$ cat config.mk
export PLATFORM = sky130hd
export DESIGN_NAME = rounded_rect_pixel_shader
export DESIGN_NICKNAME = d
export VERILOG_FILES = /design/src/hdl/rrps_pkg.sv /design/src/hdl/rrps_isqrt.sv /design/src/hdl/rounded_rect_pixel_shader.sv
export VERILOG_INCLUDE_DIRS = /design/src /design/src/hdl
export SDC_FILE = /design/constraint.sdc
export NUM_CORES = 2
export LEC_CHECK = 0
export BUFFER_PORTS_ARGS = -buffer_cell sky130_fd_sc_hd__buf_2
export CORE_MARGIN = 2
export CORE_UTILIZATION = 40
export DETAILED_ROUTE_END_ITERATION = 16
export PLACE_DENSITY = 0.62
export SLEW_MARGIN = 20
export SYNTH_ARGS = -nofsm -noshare
export SYNTH_HDL_FRONTEND = slang
export SYNTH_HIERARCHICAL = 1
export SYNTH_SLANG_ARGS = --single-unit
$ cat constraint.sdc
create_clock -name clock -period 7.5 [get_ports clock]
set_clock_uncertainty 0.15 [all_clocks]
set_input_delay 0.75 -clock clock [delete_from_list [all_inputs] [get_ports clock]]
set_output_delay 0.75 -clock clock [all_outputs]
set_load 0.02 [all_outputs]
$ cat src/hdl/rounded_rect_pixel_shader_assert.svh
// Assertion macros shared by the rounded rectangle shader RTL.
// Depends on signals named clock and reset in the module that expands them.
`ifndef ROUNDED_RECT_PIXEL_SHADER_ASSERT_SVH
`define ROUNDED_RECT_PIXEL_SHADER_ASSERT_SVH

`ifndef NO_ASSERTIONS

// same-cycle implication
`define RRPS_ASSERT_IMP(label, ante, cons) \
   label: assert property (@(posedge clock) disable iff (reset) (ante) |-> (cons)) \
      else $error("rrps: implication check failed");

// consequent checked a fixed number of cycles later
`define RRPS_ASSERT_DLY(label, ante, n, cons) \
   label: assert property (@(posedge clock) disable iff (reset) (ante) |-> ##n (cons)) \
      else $error("rrps: delayed check failed");

`else

`define RRPS_ASSERT_IMP(label, ante, cons)

`define RRPS_ASSERT_DLY(label, ante, n, cons)

`endif

`endif

$ cat src/hdl/rrps_pkg.sv
// Shared constants and types for the rounded rectangle pixel shader.
// No dependencies; imported by rrps_isqrt, the top level and the testbench.
package rrps_pkg;

   localparam int MAX_DIM        = 1024;
   localparam int DIST_FRAC_BITS = 8;

   localparam int COORD_W   = 10;
   localparam int DIM_W     = 11;
   localparam int RADIUS_W  = 10;
   localparam int CHAN_W    = 8;
   localparam int RGB_W     = 3 * CHAN_W;
   localparam int PIXEL_W   = 4 * CHAN_W;
   localparam int CSR_W     = RGB_W;
   localparam int CSR_IDX_W = 3;

   // register indexes on the csr port
   typedef enum logic [CSR_IDX_W-1:0] {
      REG_RECT_WIDTH,
      REG_RECT_HEIGHT,
      REG_CORNER_RADIUS,
      REG_BORDER_WIDTH,
      REG_FILL_RGB,
      REG_FILL_ALPHA,
      REG_EDGE_RGB,
      REG_EDGE_ALPHA
   } csr_reg_type;

   // signed work width for coordinate / offset arithmetic
   localparam int CW    = DIM_W + 3;
   // magnitude of a doubled corner offset (below 2*radius)
   localparam int MAG_W = RADIUS_W + 1;
   localparam int SQR_W = 2 * MAG_W;
   localparam int D2_W  = SQR_W + 1;

   // square root of D2 << SQ_SHIFT, one result bit per step
   localparam int SQ_SHIFT   = 2 * DIST_FRAC_BITS - 2;
   localparam int SQ_ITER    = (D2_W + SQ_SHIFT + 1) / 2;
   localparam int RADICAND_W = 2 * SQ_ITER;
   localparam int ROOT_W     = SQ_ITER;
   localparam int REM_W      = ROOT_W + 2;
   localparam int SQ_STEPS   = 2;
   localparam int SQ_STAGES  = (SQ_ITER + SQ_STEPS - 1) / SQ_STEPS;

   // offset stage, square stage, sum stage, root stages, shade stage, output
   localparam int PIPE_LAT = SQ_STAGES + 5;

   localparam int COV_W = DIST_FRAC_BITS + 1;

   typedef struct packed {
      logic valid;
      logic outside;
      logic corner;
      logic on_border;
   } pix_tag_type;

endpackage

$ cat src/hdl/rrps_isqrt.sv
// Pipelined integer square root, SQ_STEPS result bits per stage.
// Depends on rrps_pkg; carries a pixel tag alongside the data.
`include "rounded_rect_pixel_shader_assert.svh"

module rrps_isqrt import rrps_pkg::*; (
   input  logic                  clock,
   input  logic                  reset,
   input  pix_tag_type           in_tag,
   input  logic [RADICAND_W-1:0] in_radicand,
   output pix_tag_type           out_tag,
   output logic [ROOT_W-1:0]     out_root
);

   pix_tag_type           tag_ff  [SQ_STAGES];
   logic [RADICAND_W-1:0] rad_ff  [SQ_STAGES];
   logic [ROOT_W-1:0]     root_ff [SQ_STAGES];
   logic [REM_W-1:0]      rem_ff  [SQ_STAGES];

   for (genvar s = 0; s < SQ_STAGES; s++) begin : g_stage
      pix_tag_type           tag_src;
      logic [RADICAND_W-1:0] rad_src;
      logic [ROOT_W-1:0]     root_src;
      logic [REM_W-1:0]      rem_src;
      logic [RADICAND_W-1:0] rad_in;
      logic [ROOT_W-1:0]     root_in;
      logic [REM_W-1:0]      rem_in;

      if (s == 0) begin : g_first
         assign tag_src  = in_tag;
         assign rad_src  = in_radicand;
         assign root_src = '0;
         assign rem_src  = '0;
      end else begin : g_next
         assign tag_src  = tag_ff[s-1];
         assign rad_src  = rad_ff[s-1];
         assign root_src = root_ff[s-1];
         assign rem_src  = rem_ff[s-1];
      end

      // restoring digit recurrence: bring down two radicand bits, try (4*root + 1)
      always_comb begin
         logic [REM_W-1:0]      rem;
         logic [REM_W-1:0]      rem_sh;
         logic [REM_W-1:0]      trial;
         logic [ROOT_W-1:0]     root;
         logic [RADICAND_W-1:0] rad;
         rem  = rem_src;
         root = root_src;
         rad  = rad_src;
         for (int j = 0; j < SQ_STEPS; j++) begin
            if (s * SQ_STEPS + j < SQ_ITER) begin
               rem_sh = {rem[REM_W-3:0], rad[RADICAND_W-1 -: 2]};
               trial  = {1'b0, root[ROOT_W-2:0], 2'b01};
               if (rem_sh >= trial) begin
                  rem  = rem_sh - trial;
                  root = {root[ROOT_W-2:0], 1'b1};
               end else begin
                  rem  = rem_sh;
                  root = {root[ROOT_W-2:0], 1'b0};
               end
               rad = {rad[RADICAND_W-3:0], 2'b00};
            end
         end
         rad_in  = rad;
         root_in = root;
         rem_in  = rem;
      end

      always_ff @(posedge clock) begin
         if (reset) begin
            tag_ff[s] <= '0;
         end else begin
            tag_ff[s] <= tag_src;
         end
      end

      always_ff @(posedge clock) begin
         rad_ff[s]  <= rad_in;
         root_ff[s] <= root_in;
         rem_ff[s]  <= rem_in;
      end
   end

   assign out_tag  = tag_ff[SQ_STAGES-1];
   assign out_root = root_ff[SQ_STAGES-1];

   // floor sqrt leaves a remainder no larger than twice the root
   `RRPS_ASSERT_IMP(a_sq_rem_bound, tag_ff[SQ_STAGES-1].valid, (rem_ff[SQ_STAGES-1] <= {1'b0, root_ff[SQ_STAGES-1], 1'b0}))
   `RRPS_ASSERT_DLY(a_sq_valid_prop, in_tag.valid, SQ_STAGES, out_tag.valid)
   `RRPS_ASSERT_DLY(a_sq_idle_prop, !in_tag.valid, SQ_STAGES, !out_tag.valid)

endmodule

$ cat src/hdl/rounded_rect_pixel_shader.sv
// Top level of the anti-aliased rounded rectangle pixel shader.
// Depends on rrps_pkg and rrps_isqrt.
//
// Usage:
//  - Input: raise start with req_pix_x / req_pix_y. busy is always low, so a
//    transfer happens at every clock edge where start is high; one pixel may
//    enter on every cycle.
//  - Output: rsp_valid pulses for one cycle with rsp_pixel_bgra and
//    rsp_in_corner_zone. The receiver cannot stall, and none is needed:
//    results leave in input order, one per accepted pixel.
//  - Pipeline: a pixel passes the offset, square and sum stages, then the square
//    root pipeline, which resolves two result bits per stage over ten stages,
//    then the shade and output stages.
//  - Throughput: one pixel per clock, sustained.
//  - Configuration: csr_we / csr_index / csr_wdata write one register per
//    clock, no wait states. Write only while no pixel is in flight.
//  - Reset: synchronous; clears the pipeline valid bits and loads the register
//    defaults (64 x 32, radius 8, border 1, black fill, white border, opaque).
`include "rounded_rect_pixel_shader_assert.svh"

module rounded_rect_pixel_shader import rrps_pkg::*; (
   input  logic                 clock,
   input  logic                 reset,
   input  logic                 start,
   output logic                 busy,
   input  logic [COORD_W-1:0]   req_pix_x,
   input  logic [COORD_W-1:0]   req_pix_y,
   output logic                 rsp_valid,
   output logic [PIXEL_W-1:0]   rsp_pixel_bgra,
   output logic                 rsp_in_corner_zone,
   input  logic                 csr_we,
   input  logic [CSR_IDX_W-1:0] csr_index,
   input  logic [CSR_W-1:0]     csr_wdata
);

   localparam logic [2:0] MODE_CLEAR = 3'd0;
   localparam logic [2:0] MODE_FILL  = 3'd1;
   localparam logic [2:0] MODE_INNER = 3'd2;
   localparam logic [2:0] MODE_EDGE  = 3'd3;
   localparam logic [2:0] MODE_OUTER = 3'd4;

   localparam int TW = ROOT_W + 3;
   localparam logic signed [TW-1:0] HALF_Q = TW'(2 ** (DIST_FRAC_BITS - 1));
   localparam logic signed [TW-1:0] ONE_Q  = TW'(2 ** DIST_FRAC_BITS);
   localparam logic [COV_W-1:0]     COV_ONE = COV_W'(2 ** DIST_FRAC_BITS);

   // ---------------- configuration registers ----------------
   logic [DIM_W-1:0]    rect_width_ff;
   logic [DIM_W-1:0]    rect_height_ff;
   logic [RADIUS_W-1:0] corner_radius_ff;
   logic [RADIUS_W-1:0] border_width_ff;
   logic [RGB_W-1:0]    fill_rgb_ff;
   logic [CHAN_W-1:0]   fill_alpha_ff;
   logic [RGB_W-1:0]    edge_rgb_ff;
   logic [CHAN_W-1:0]   edge_alpha_ff;

   always_ff @(posedge clock) begin
      if (reset) begin
         rect_width_ff    <= DIM_W'(64);
         rect_height_ff   <= DIM_W'(32);
         corner_radius_ff <= RADIUS_W'(8);
         border_width_ff  <= RADIUS_W'(1);
         fill_rgb_ff      <= '0;
         fill_alpha_ff    <= '1;
         edge_rgb_ff      <= '1;
         edge_alpha_ff    <= '1;
      end else if (csr_we) begin
         case (csr_index)
            REG_RECT_WIDTH:    rect_width_ff    <= csr_wdata[DIM_W-1:0];
            REG_RECT_HEIGHT:   rect_height_ff   <= csr_wdata[DIM_W-1:0];
            REG_CORNER_RADIUS: corner_radius_ff <= csr_wdata[RADIUS_W-1:0];
            REG_BORDER_WIDTH:  border_width_ff  <= csr_wdata[RADIUS_W-1:0];
            REG_FILL_RGB:      fill_rgb_ff      <= csr_wdata[RGB_W-1:0];
            REG_FILL_ALPHA:    fill_alpha_ff    <= csr_wdata[CHAN_W-1:0];
            REG_EDGE_RGB:      edge_rgb_ff      <= csr_wdata[RGB_W-1:0];
            REG_EDGE_ALPHA:    edge_alpha_ff    <= csr_wdata[CHAN_W-1:0];
            default: ;
         endcase
      end
   end

   assign busy = 1'b0;

   // ---------------- stage 1: region select and corner offsets ----------------
   pix_tag_type      p1_tag_in, p1_tag_ff;
   logic [MAG_W-1:0] p1_dx_in, p1_dx_ff;
   logic [MAG_W-1:0] p1_dy_in, p1_dy_ff;

   always_comb begin
      logic [DIM_W-1:0]    w_sat;
      logic [DIM_W-1:0]    h_sat;
      logic signed [CW-1:0] xs, ys, ws, hs, rs, bs;
      logic signed [CW-1:0] dx_l, dx_r, dy_t, dy_b, dx, dy;
      logic left, right, top, bottom, outside, corner, use_left, use_top;
      w_sat = (rect_width_ff > DIM_W'(MAX_DIM)) ? DIM_W'(MAX_DIM) : rect_width_ff;
      h_sat = (rect_height_ff > DIM_W'(MAX_DIM)) ? DIM_W'(MAX_DIM) : rect_height_ff;
      xs = $signed(CW'(req_pix_x));
      ys = $signed(CW'(req_pix_y));
      ws = $signed(CW'(w_sat));
      hs = $signed(CW'(h_sat));
      rs = $signed(CW'(corner_radius_ff));
      bs = $signed(CW'(border_width_ff));

      outside = (xs >= ws) || (ys >= hs);
      left    = xs < rs;
      right   = xs >= ws - rs;
      top     = ys < rs;
      bottom  = ys >= hs - rs;

      // doubled offsets to the corner centers
      dx_l = xs + xs - rs - rs + CW'(1);
      dx_r = xs + xs - ws - ws + rs + rs + CW'(1);
      dy_t = ys + ys - rs - rs + CW'(1);
      dy_b = ys + ys - hs - hs + rs + rs + CW'(1);

      // first match wins: top-left, top-right, bottom-left, bottom-right
      corner   = 1'b1;
      use_left = 1'b1;
      use_top  = 1'b1;
      if (left && top) begin
         use_left = 1'b1;
         use_top  = 1'b1;
      end else if (right && top) begin
         use_left = 1'b0;
         use_top  = 1'b1;
      end else if (left && bottom) begin
         use_left = 1'b1;
         use_top  = 1'b0;
      end else if (right && bottom) begin
         use_left = 1'b0;
         use_top  = 1'b0;
      end else begin
         corner = 1'b0;
      end

      dx = use_left ? dx_l : dx_r;
      dy = use_top ? dy_t : dy_b;
      if (dx[CW-1]) dx = -dx;
      if (dy[CW-1]) dy = -dy;
      p1_dx_in = dx[MAG_W-1:0];
      p1_dy_in = dy[MAG_W-1:0];

      p1_tag_in.valid     = start && !busy;
      p1_tag_in.outside   = outside;
      p1_tag_in.corner    = corner && !outside;
      p1_tag_in.on_border = (ys < bs) || (ys >= hs - bs) || (xs < bs) || (xs >= ws - bs);
   end

   always_ff @(posedge clock) begin
      if (reset) begin
         p1_tag_ff <= '0;
      end else begin
         p1_tag_ff <= p1_tag_in;
      end
   end

   always_ff @(posedge clock) begin
      p1_dx_ff <= p1_dx_in;
      p1_dy_ff <= p1_dy_in;
   end

   // ---------------- stage 2: squares ----------------
   pix_tag_type      p2_tag_ff;
   logic [SQR_W-1:0] p2_sqx_in, p2_sqx_ff;
   logic [SQR_W-1:0] p2_sqy_in, p2_sqy_ff;

   assign p2_sqx_in = p1_dx_ff * p1_dx_ff;
   assign p2_sqy_in = p1_dy_ff * p1_dy_ff;

   always_ff @(posedge clock) begin
      if (reset) begin
         p2_tag_ff <= '0;
      end else begin
         p2_tag_ff <= p1_tag_ff;
      end
   end

   always_ff @(posedge clock) begin
      p2_sqx_ff <= p2_sqx_in;
      p2_sqy_ff <= p2_sqy_in;
   end

   // ---------------- stage 3: squared distance, scaled for Q.F root ----------------
   pix_tag_type           p3_tag_ff;
   logic [D2_W-1:0]       p3_d2;
   logic [RADICAND_W-1:0] p3_rad_in, p3_rad_ff;

   assign p3_d2     = D2_W'(p2_sqx_ff) + D2_W'(p2_sqy_ff);
   assign p3_rad_in = RADICAND_W'({p3_d2, {SQ_SHIFT{1'b0}}});

   always_ff @(posedge clock) begin
      if (reset) begin
         p3_tag_ff <= '0;
      end else begin
         p3_tag_ff <= p2_tag_ff;
      end
   end

   always_ff @(posedge clock) begin
      p3_rad_ff <= p3_rad_in;
   end

   // ---------------- root stages ----------------
   pix_tag_type       sq_tag;
   logic [ROOT_W-1:0] sq_root;

   rrps_isqrt u_isqrt (
      .clock       (clock),
      .reset       (reset),
      .in_tag      (p3_tag_ff),
      .in_radicand (p3_rad_ff),
      .out_tag     (sq_tag),
      .out_root    (sq_root)
   );

   // ---------------- shade stage: band select and coverage ----------------
   pix_tag_type      sh_tag_ff;
   logic [2:0]       sh_mode_in, sh_mode_ff;
   logic [COV_W-1:0] sh_cov_in, sh_cov_ff;

   function automatic logic [COV_W-1:0] clamp_cov(input logic signed [TW-1:0] v);
      logic [COV_W-1:0] c;
      if (v[TW-1]) begin
         c = '0;
      end else if (v > ONE_Q) begin
         c = COV_ONE;
      end else begin
         c = v[COV_W-1:0];
      end
      return c;
   endfunction

   always_comb begin
      logic signed [RADIUS_W:0] inner_px;
      logic signed [TW-1:0]     d_q, ro_q, ri_q;
      inner_px = $signed({1'b0, corner_radius_ff}) - $signed({1'b0, border_width_ff});
      d_q  = $signed(TW'(sq_root));
      ro_q = $signed(TW'({corner_radius_ff, {DIST_FRAC_BITS{1'b0}}}));
      ri_q = $signed({{(TW - RADIUS_W - 1 - DIST_FRAC_BITS){inner_px[RADIUS_W]}},
                      inner_px, {DIST_FRAC_BITS{1'b0}}});
      sh_cov_in = '0;
      if (sq_tag.outside) begin
         sh_mode_in = MODE_CLEAR;
      end else if (!sq_tag.corner) begin
         sh_mode_in = sq_tag.on_border ? MODE_EDGE : MODE_FILL;
      end else if (d_q <= ri_q - HALF_Q) begin
         sh_mode_in = MODE_FILL;
      end else if (d_q <= ri_q + HALF_Q) begin
         sh_mode_in = MODE_INNER;
         sh_cov_in  = clamp_cov(ri_q + HALF_Q - d_q);
      end else if (d_q <= ro_q - HALF_Q) begin
         sh_mode_in = MODE_EDGE;
      end else if (d_q <= ro_q + HALF_Q) begin
         sh_mode_in = MODE_OUTER;
         sh_cov_in  = clamp_cov(ro_q + HALF_Q - d_q);
      end else begin
         sh_mode_in = MODE_CLEAR;
      end
   end

   always_ff @(posedge clock) begin
      if (reset) begin
         sh_tag_ff <= '0;
      end else begin
         sh_tag_ff <= sq_tag;
      end
   end

   always_ff @(posedge clock) begin
      sh_mode_ff <= sh_mode_in;
      sh_cov_ff  <= sh_cov_in;
   end

   // ---------------- output stage: blend and pack ----------------
   logic              rsp_valid_ff;
   logic [PIXEL_W-1:0] rsp_pixel_in, rsp_pixel_ff;
   logic              rsp_corner_ff;

   function automatic logic [CHAN_W-1:0] mix(input logic [COV_W-1:0] cov,
                                             input logic [CHAN_W-1:0] f,
                                             input logic [CHAN_W-1:0] e);
      logic [COV_W+CHAN_W-1:0] acc;
      acc = cov * f + (COV_ONE - cov) * e;
      return acc[DIST_FRAC_BITS +: CHAN_W];
   endfunction

   always_comb begin
      logic [COV_W+CHAN_W-1:0] rim_alpha;
      logic [PIXEL_W-1:0]      blend;
      rim_alpha = sh_cov_ff * edge_alpha_ff;
      for (int c = 0; c < 3; c++) begin
         blend[c*CHAN_W +: CHAN_W] = mix(sh_cov_ff, fill_rgb_ff[c*CHAN_W +: CHAN_W],
                                         edge_rgb_ff[c*CHAN_W +: CHAN_W]);
      end
      blend[RGB_W +: CHAN_W] = mix(sh_cov_ff, fill_alpha_ff, edge_alpha_ff);
      case (sh_mode_ff)
         MODE_FILL:  rsp_pixel_in = {fill_alpha_ff, fill_rgb_ff};
         MODE_INNER: rsp_pixel_in = blend;
         MODE_EDGE:  rsp_pixel_in = {edge_alpha_ff, edge_rgb_ff};
         MODE_OUTER: rsp_pixel_in = {rim_alpha[DIST_FRAC_BITS +: CHAN_W], edge_rgb_ff};
         default:    rsp_pixel_in = '0;
      endcase
   end

   always_ff @(posedge clock) begin
      if (reset) begin
         rsp_valid_ff <= 1'b0;
      end else begin
         rsp_valid_ff <= sh_tag_ff.valid;
      end
   end

   always_ff @(posedge clock) begin
      rsp_pixel_ff  <= rsp_pixel_in;
      rsp_corner_ff <= sh_tag_ff.corner;
   end

   assign rsp_valid          = rsp_valid_ff;
   assign rsp_pixel_bgra     = rsp_pixel_ff;
   assign rsp_in_corner_zone = rsp_corner_ff;

   `RRPS_ASSERT_DLY(a_rsp_follows_req, (start && !busy), PIPE_LAT, rsp_valid)
   `RRPS_ASSERT_DLY(a_no_rsp_without_req, !(start && !busy), PIPE_LAT, !rsp_valid)
   `RRPS_ASSERT_IMP(a_cov_bound, sh_tag_ff.valid, (sh_cov_ff <= COV_ONE))

endmodule

**Word level (Yosys, flattened, before mapping)**

Memory sizes are Yosys's and may differ from the RTL's.
Index checks and enable logic that the tools add are counted.

- Bits in registers: 255
- Bits in latches: 0
- Memory bits (writable): 800
- Memory bits (read-only): 0
- Input port bits: 51
- Output and inout bits: 35
- Word-level logic and storage cells: 264
- Memories kept: 4

Memory list:

| memory | depth | width | read ports | clocked after memory_dff | wr ports | RTL line | text |
|---|---|---|---|---|---|---|---|
| u_isqrt.rad_ff | 10 | 36 | 9 | 0 | 10 | rrps_isqrt.sv:15 | `logic [RADICAND_W-1:0] rad_ff [SQ_STAGES];` |
| u_isqrt.rem_ff | 10 | 21 | 9 | 0 | 10 | rrps_isqrt.sv:17 | `logic [REM_W-1:0] rem_ff [SQ_STAGES];` |
| u_isqrt.root_ff | 10 | 19 | 10 | 0 | 10 | rrps_isqrt.sv:16 | `logic [ROOT_W-1:0] root_ff [SQ_STAGES];` |
| u_isqrt.tag_ff | 10 | 4 | 10 | 0 | 10 | rrps_isqrt.sv:14 | `pix_tag_type tag_ff [SQ_STAGES];` |

- Add/subtract/negate cells: 56
- Multipliers: 11
- Divide/modulo/power cells: 0
- Order comparisons: 37
- Equality and inequality tests: 11
- Shift operators: 0
- Mux-type cells: 82
- Bitwise gates (word level): 11
- Reductions and logical operators: 20

Operators by type and width:

| operator | number |
|---|---|
| >= comparator 21 x 20 -> 1 bit | 17 |
| 2-to-1 mux 21 bit | 10 |
| subtractor 21 x 20 -> 21 bit | 9 |
| 2-to-1 mux 19 bit | 9 |
| subtractor 19 bit | 8 |
| one-hot mux 32 bit (4 select lines) | 1 |
| multiplier 9 x 8 -> 16 bit | 5 |
| adder 16 bit | 4 |
| 2-to-1 mux 9 bit | 7 |
| adder 14 x 2 -> 14 bit (second input constant) | 4 |
| subtractor 14 x 11 -> 14 bit | 4 |
| multiplier 17 x 8 -> 16 bit | 3 |
| >= comparator 11 x 12 -> 1 bit | 4 |
| subtractor 11 x 10 -> 12 bit | 4 |
| multiplier 11 x 11 -> 22 bit | 2 |
| 2-to-1 mux 11 bit | 4 |
| <= comparator 20 bit | 2 |
| < comparator 10 bit | 4 |
| 2-to-1 mux 4 bit | 10 |
| 2-to-1 mux 1 bit | 33 |
| adder 13 x 11 -> 14 bit | 2 |
| adder 14 x 11 -> 14 bit | 2 |
| 2-to-1 mux 14 bit | 2 |
| subtractor 12 x 12 -> 13 bit | 2 |
| 36 further kinds | 76 |

**Longest topological paths before layout**

- Depth after elaboration: 12
- Gate-level depth with buffers: 31
- Depth with buffers taken out: 26

**By module**

The synthesis kept the hierarchy.

Modules (own cells, without submodules):

| module | times used | cells an instance | area an instance (µm²) | seq. area each (µm²) |
|---|---|---|---|---|
| rounded_rect_pixel_shader | 1 | 5,321 | 46,357.0 | 4,944.7 |
| rrps_isqrt | 1 | 2,716 | 24,459.7 | 9,469.1 |

**Worst setup path before layout**

OpenSTA, ideal clock, no wires.

- Path kind: register -> register
- Start point: reg sh_cov_ff[0]
- End point: reg rsp_pixel_ff[31] (netlist: rsp_pixel_bgra[31])
- Setup time: 135 ps
- Arrival: 7,289 ps
- Required time: 7,215 ps
- Path slack: -75 ps
- Stages on the path, launching flop included: 30
- Buffers on the path: 4
- Clock period less this slack: 7,575 ps
- Cells stage by stage: dfxtp_1 clkbuf_1 clkbuf_1 clkbuf_1 inv_1 ha_1 nor3b_1 nand2_1 xor2_1 clkbuf_1 nand2_1 fa_1 inv_1 fa_1 inv_1 fa_1 inv_1 fa_1 fa_1 inv_1 fa_1 inv_1 ha_1 or3_1 o221ai_1 a21oi_1 o41ai_1 o21ai_0 xnor2_1 o221ai_1

- Longest elaborated chain between the ends: 4
- Elaborated cells between the ends (all ways): 6
- Those cells by class: add/sub (2); mul (3); mux (1)

RTL lines:

| what | RTL line | text |
|---|---|---|
| start, declared | rounded_rect_pixel_shader.sv:219 | `logic [COV_W-1:0] sh_cov_in, sh_cov_ff;` |
| start signal, assigned | rounded_rect_pixel_shader.sv:271 | `sh_cov_ff <= sh_cov_in;` |
| subtractor 9 x 9 -> 10 bit | rounded_rect_pixel_shader.sv:283 | `acc = cov * f + (COV_ONE - cov) * e;` |
| multiplier 10 x 9 -> 16 bit | rounded_rect_pixel_shader.sv:283 |  |
| adder 16 bit | rounded_rect_pixel_shader.sv:283 |  |
| one-hot mux 32 bit (4 select lines) * | rounded_rect_pixel_shader.sv:296 | `case (sh_mode_ff)` |
| net rsp_pixel_in[31] | rounded_rect_pixel_shader.sv:276 | `logic [PIXEL_W-1:0] rsp_pixel_in, rsp_pixel_ff;` |
| end signal, assigned | rounded_rect_pixel_shader.sv:314 | `rsp_pixel_ff <= rsp_pixel_in;` |
| end, declared | rounded_rect_pixel_shader.sv:276 |  |

The timed path passes the listed nets; every way through them passes the cells marked *.
A chain may end at the register's enable or synchronous reset.

**Final worst setup path**

- Start point: reg sh_cov_ff[1]
- End point: reg rsp_pixel_ff[31] (netlist: rsp_pixel_bgra[31])

Same word-level chain as after synthesis.

==> summary.md <==
| Metric | Value |
|---|---|
| Largest net degree at the start of global routing | `89` |
| Crit Path Class | `reg -> reg` |
| Fmax | `139.2 MHz` |
| Hold_buf cts | `0` |
| Die width | `424.8 um` |
| Root Buffer | `clkbuf_16` |
| I/O pins | `86` |
| Wirelength per Cell | `18.68 um` |
| TritonCTS buffer count | `83` |
| Finish-stage setup viols | `0` |
| Pin slew with the least headroom to its limit | `1.255 ns` |
| Initial antenna violation count | `13` |
| Relative slew slack | `16.27%` |
| Placed Cells | `10286` |
| Non-filler cells, final | `10448` |
| Initial core utilization | `40.21%` |
| Max FO, Critical Path | `11` |
| Area occupied by multi-input gates | `51120 sq um` |
| Max-Cap Viols | `0` |
| Asr flop ratio synth | `0%` |
| Fin crit period | `7.182 ns` |
| # fillers | `17381` |
| RSZ-0062 raised after global routing | `false` |
| Vias in the first global route | `55688` |
| Share of layout cells above drive strength 1 | `5.829%` |
| Startpoint types | `flop` |
| GR Overflow Total | `0` |
| Clk sinks | `720` |
| Maximum root-to-sink buffer count | `3` |
| Remaining antenna violation count | `0` |
| First-pass GRT wire length | `308900 um` |
| Vias/cell | `5.265` |
| Height of the die | `424.8 um` |
| Input/output buffers | `84` |
| Register Area | `14420 sq um` |
| Status | `complete, no violations` |
| Total GRT Usage | `21.61%` |
| Final hold viol count | `0` |
| Final Cycle Share | `95.76%` |
| Count of cell types in the netlist | `116` |
| Most frequent cells in the layout | `1178 x inv_1, 845 x ha_1, 833 x nand2_1, 712 x dfxtp_1, 691 x fa_1` |
| Post-DP HPWL | `153500 um` |
| TNS Setup | `0 ns` |
| Layout Nets | `9620` |
| Via count | `55012` |
| Yosys reg bits | `720` |
| Critical Path Sink Type | `flop` |
| Row Count | `154` |
| Critical Path AT | `7.58 ns` |
| Cells after Synth | `8037` |
| CP required | `7.90 ns` |
| Routability cong. | `0.9033` |
| Remaining DRCs | `0` |
| Yosys synthesis warning count | `6` |
| First-iteration detailed-routing DRC count | `3642` |
| Netlist Area Pre-Place | `70820 sq um` |
| Drt pass-1 iters | `5` |
| Post-synth EDFFs | `0` |
| Max-slew violations | `0` |
| H-tree levels | `3` |
| Worst hold slack | `0.1228 ns` |
| CTS tree | `yes` |
| Sequential element share of the synthesized area | `20.35%` |
| Die Area | `180400 sq um` |
| Register clock-pin slew on the reported worst setup and hold paths | `0.06 ns` |
| P&R area growth vs syn | `8.665%` |
| Final WL | `195200 um` |
| Core area | `176100 sq um` |
| Most common cell after layout, fill and taps aside | `inv_1` |
| Synth Flop Type | `dfxtp_1` |
| Mapped Avg Cell Area | `8.811 sq um` |
| Clock insertion delay at the later pin of the skew report | `0.70 ns` |
| Min-delay worst type | `in -> reg` |
## state kept, by name (all words and copies together), names as in the netlist, 10 cells and up
signal,flops
p3_rad_ff,21
u_isqrt/rem_ff,162
rsp_pixel_bgra,32
fill_rgb_ff,24
edge_rgb_ff,24
rect_height_ff,11
p1_dx_ff,10
p1_dy_ff,10
rect_width_ff,11
u_isqrt/tag_ff,40
p2_sqx_ff,20
corner_radius_ff,10
p2_sqy_ff,20
u_isqrt/root_ff,109
border_width_ff,10
u_isqrt/rad_ff,162
## final timing paths
path / from / to / slack [ns] / cells past startpoint
worst max-delay path: sh_cov_ff[1] / rsp_pixel_bgra[31] / 0.32 / 23
worst max register to register: sh_cov_ff[1] / rsp_pixel_bgra[31] / 0.32 / 23
worst min register to register: u_isqrt/rad_ff[0][17] / u_isqrt/rad_ff[1][21] / 0.16 / 0
worst min-delay path: csr_wdata[23] / edge_rgb_ff[23] / 0.12 / 2
## metal layers
| metal | up-vias | GRT usage (%) | routed length, um |
|---|---|---|---|
| met5 | - | 0 | 0 |
| li1 | 26474 | - | - |
| met4 | 0 | 7.784 | 8078 |
| met2 | 1334 | 36.82 | 92460 |
| met3 | 331 | 2.761 | 9467 |
| met1 | 26873 | 27.99 | 85180 |
## per-stage QoR
step | cell area [sq um] | utilization, % | setup slack [ns]
2_1_floorplan | 70910 | - | 0.03606
3_3_place_gp | 73840 | 41.93 | 0.03843
3_5_place_dp | 73850 | 41.93 | -0.1101
4_1_cts | 76880 | 43.65 | 0.1794
5_1_grt | 76940 | 43.69 | 0.004479
6_report | 76950 | 43.69 | 0.3180
## critical path, cell delays in order (launching register included)
cell and delay (ns):
dfxtp_1 0.36, inv_1 0.06, ha_1 0.22, nor3b_4 0.17, buf_4 0.18, xnor2_4 0.44, nand2_1 0.15, fa_1 0.56
inv_1 0.05, fa_1 0.41, fa_1 0.56, fa_1 0.45, fa_1 0.56, inv_1 0.06, fa_1 0.53, inv_1 0.04
ha_1 0.21, or3_1 0.33, o221ai_1 0.36, a21oi_1 0.26, o41ai_4 0.39, o21ai_0 0.21, xnor2_1 0.19, o221ai_1 0.13
## layout make-up
| cell class | count | share of cell area [%] |
|---|---|---|
| antenna | 10 | 0.03252 |
| clock buffer | 99 | 2.896 |
| clock inverter | 51 | 1.023 |
| inverter | 1186 | 5.785 |
| multi-input combinational | 5883 | 66.43 |
| sequential | 720 | 18.74 |
| tap | 2340 | 3.805 |
| timing repair buffer | 159 | 1.286 |
## cell usage after synthesis (all sizes together), types with 23 or more instances
library cell  instances  area (sq um)
a211o                44         385.4
a211oi               33         257.7
a21boi               24         180.2
a21o                111         833.3
a21oi               409          2058
a22oi                32         245.2
a31oi                54         337.8
and2                400          2502
and3                 40         250.2
buf                  38         208.9
clkbuf              235         892.1
dfxtp               720         14410
fa                  691         13830
ha                  845         10570
inv                1185          4448
mux2                 43         488.0
mux2i                43         430.4
nand2               834          3133
nand2b               63         401.6
nand3               107         545.5
nand3b               27         202.7
nand4                44         281.5
nor2                334          1261
nor2b               142         888.4
nor3                119         621.8
nor4                 39         292.8
o211ai               34         255.2
o21a                 80         600.6
o21ai               262          1315
o21bai               53         397.9
o31ai                38         285.3
or2                  29         181.4
or3                  37         236.5
or4                  23         176.4
xnor2               387          3390
xor2                142          1244
## what timing repair did
item,CTS,global route
hold endpoints to repair,0,0
setup endpoints to repair,2,7
gates resized for setup,2,2
buffers inserted,0,1
pin swaps,0,1
cloned,0,1
## kinds of logic after synthesis
group / synth area share, %
other cells: 0.01590
mux: 1.297
xor+xnor: 6.543
flops: 20.35
buf+inv: 7.841
simple gates: 16.61
fa+ha+maj: 34.46
compound gates: 12.88
Power is left out: the tool's default activity adds up to more than one toggle a clock period on the data nets, which glitch-free logic cannot reach.
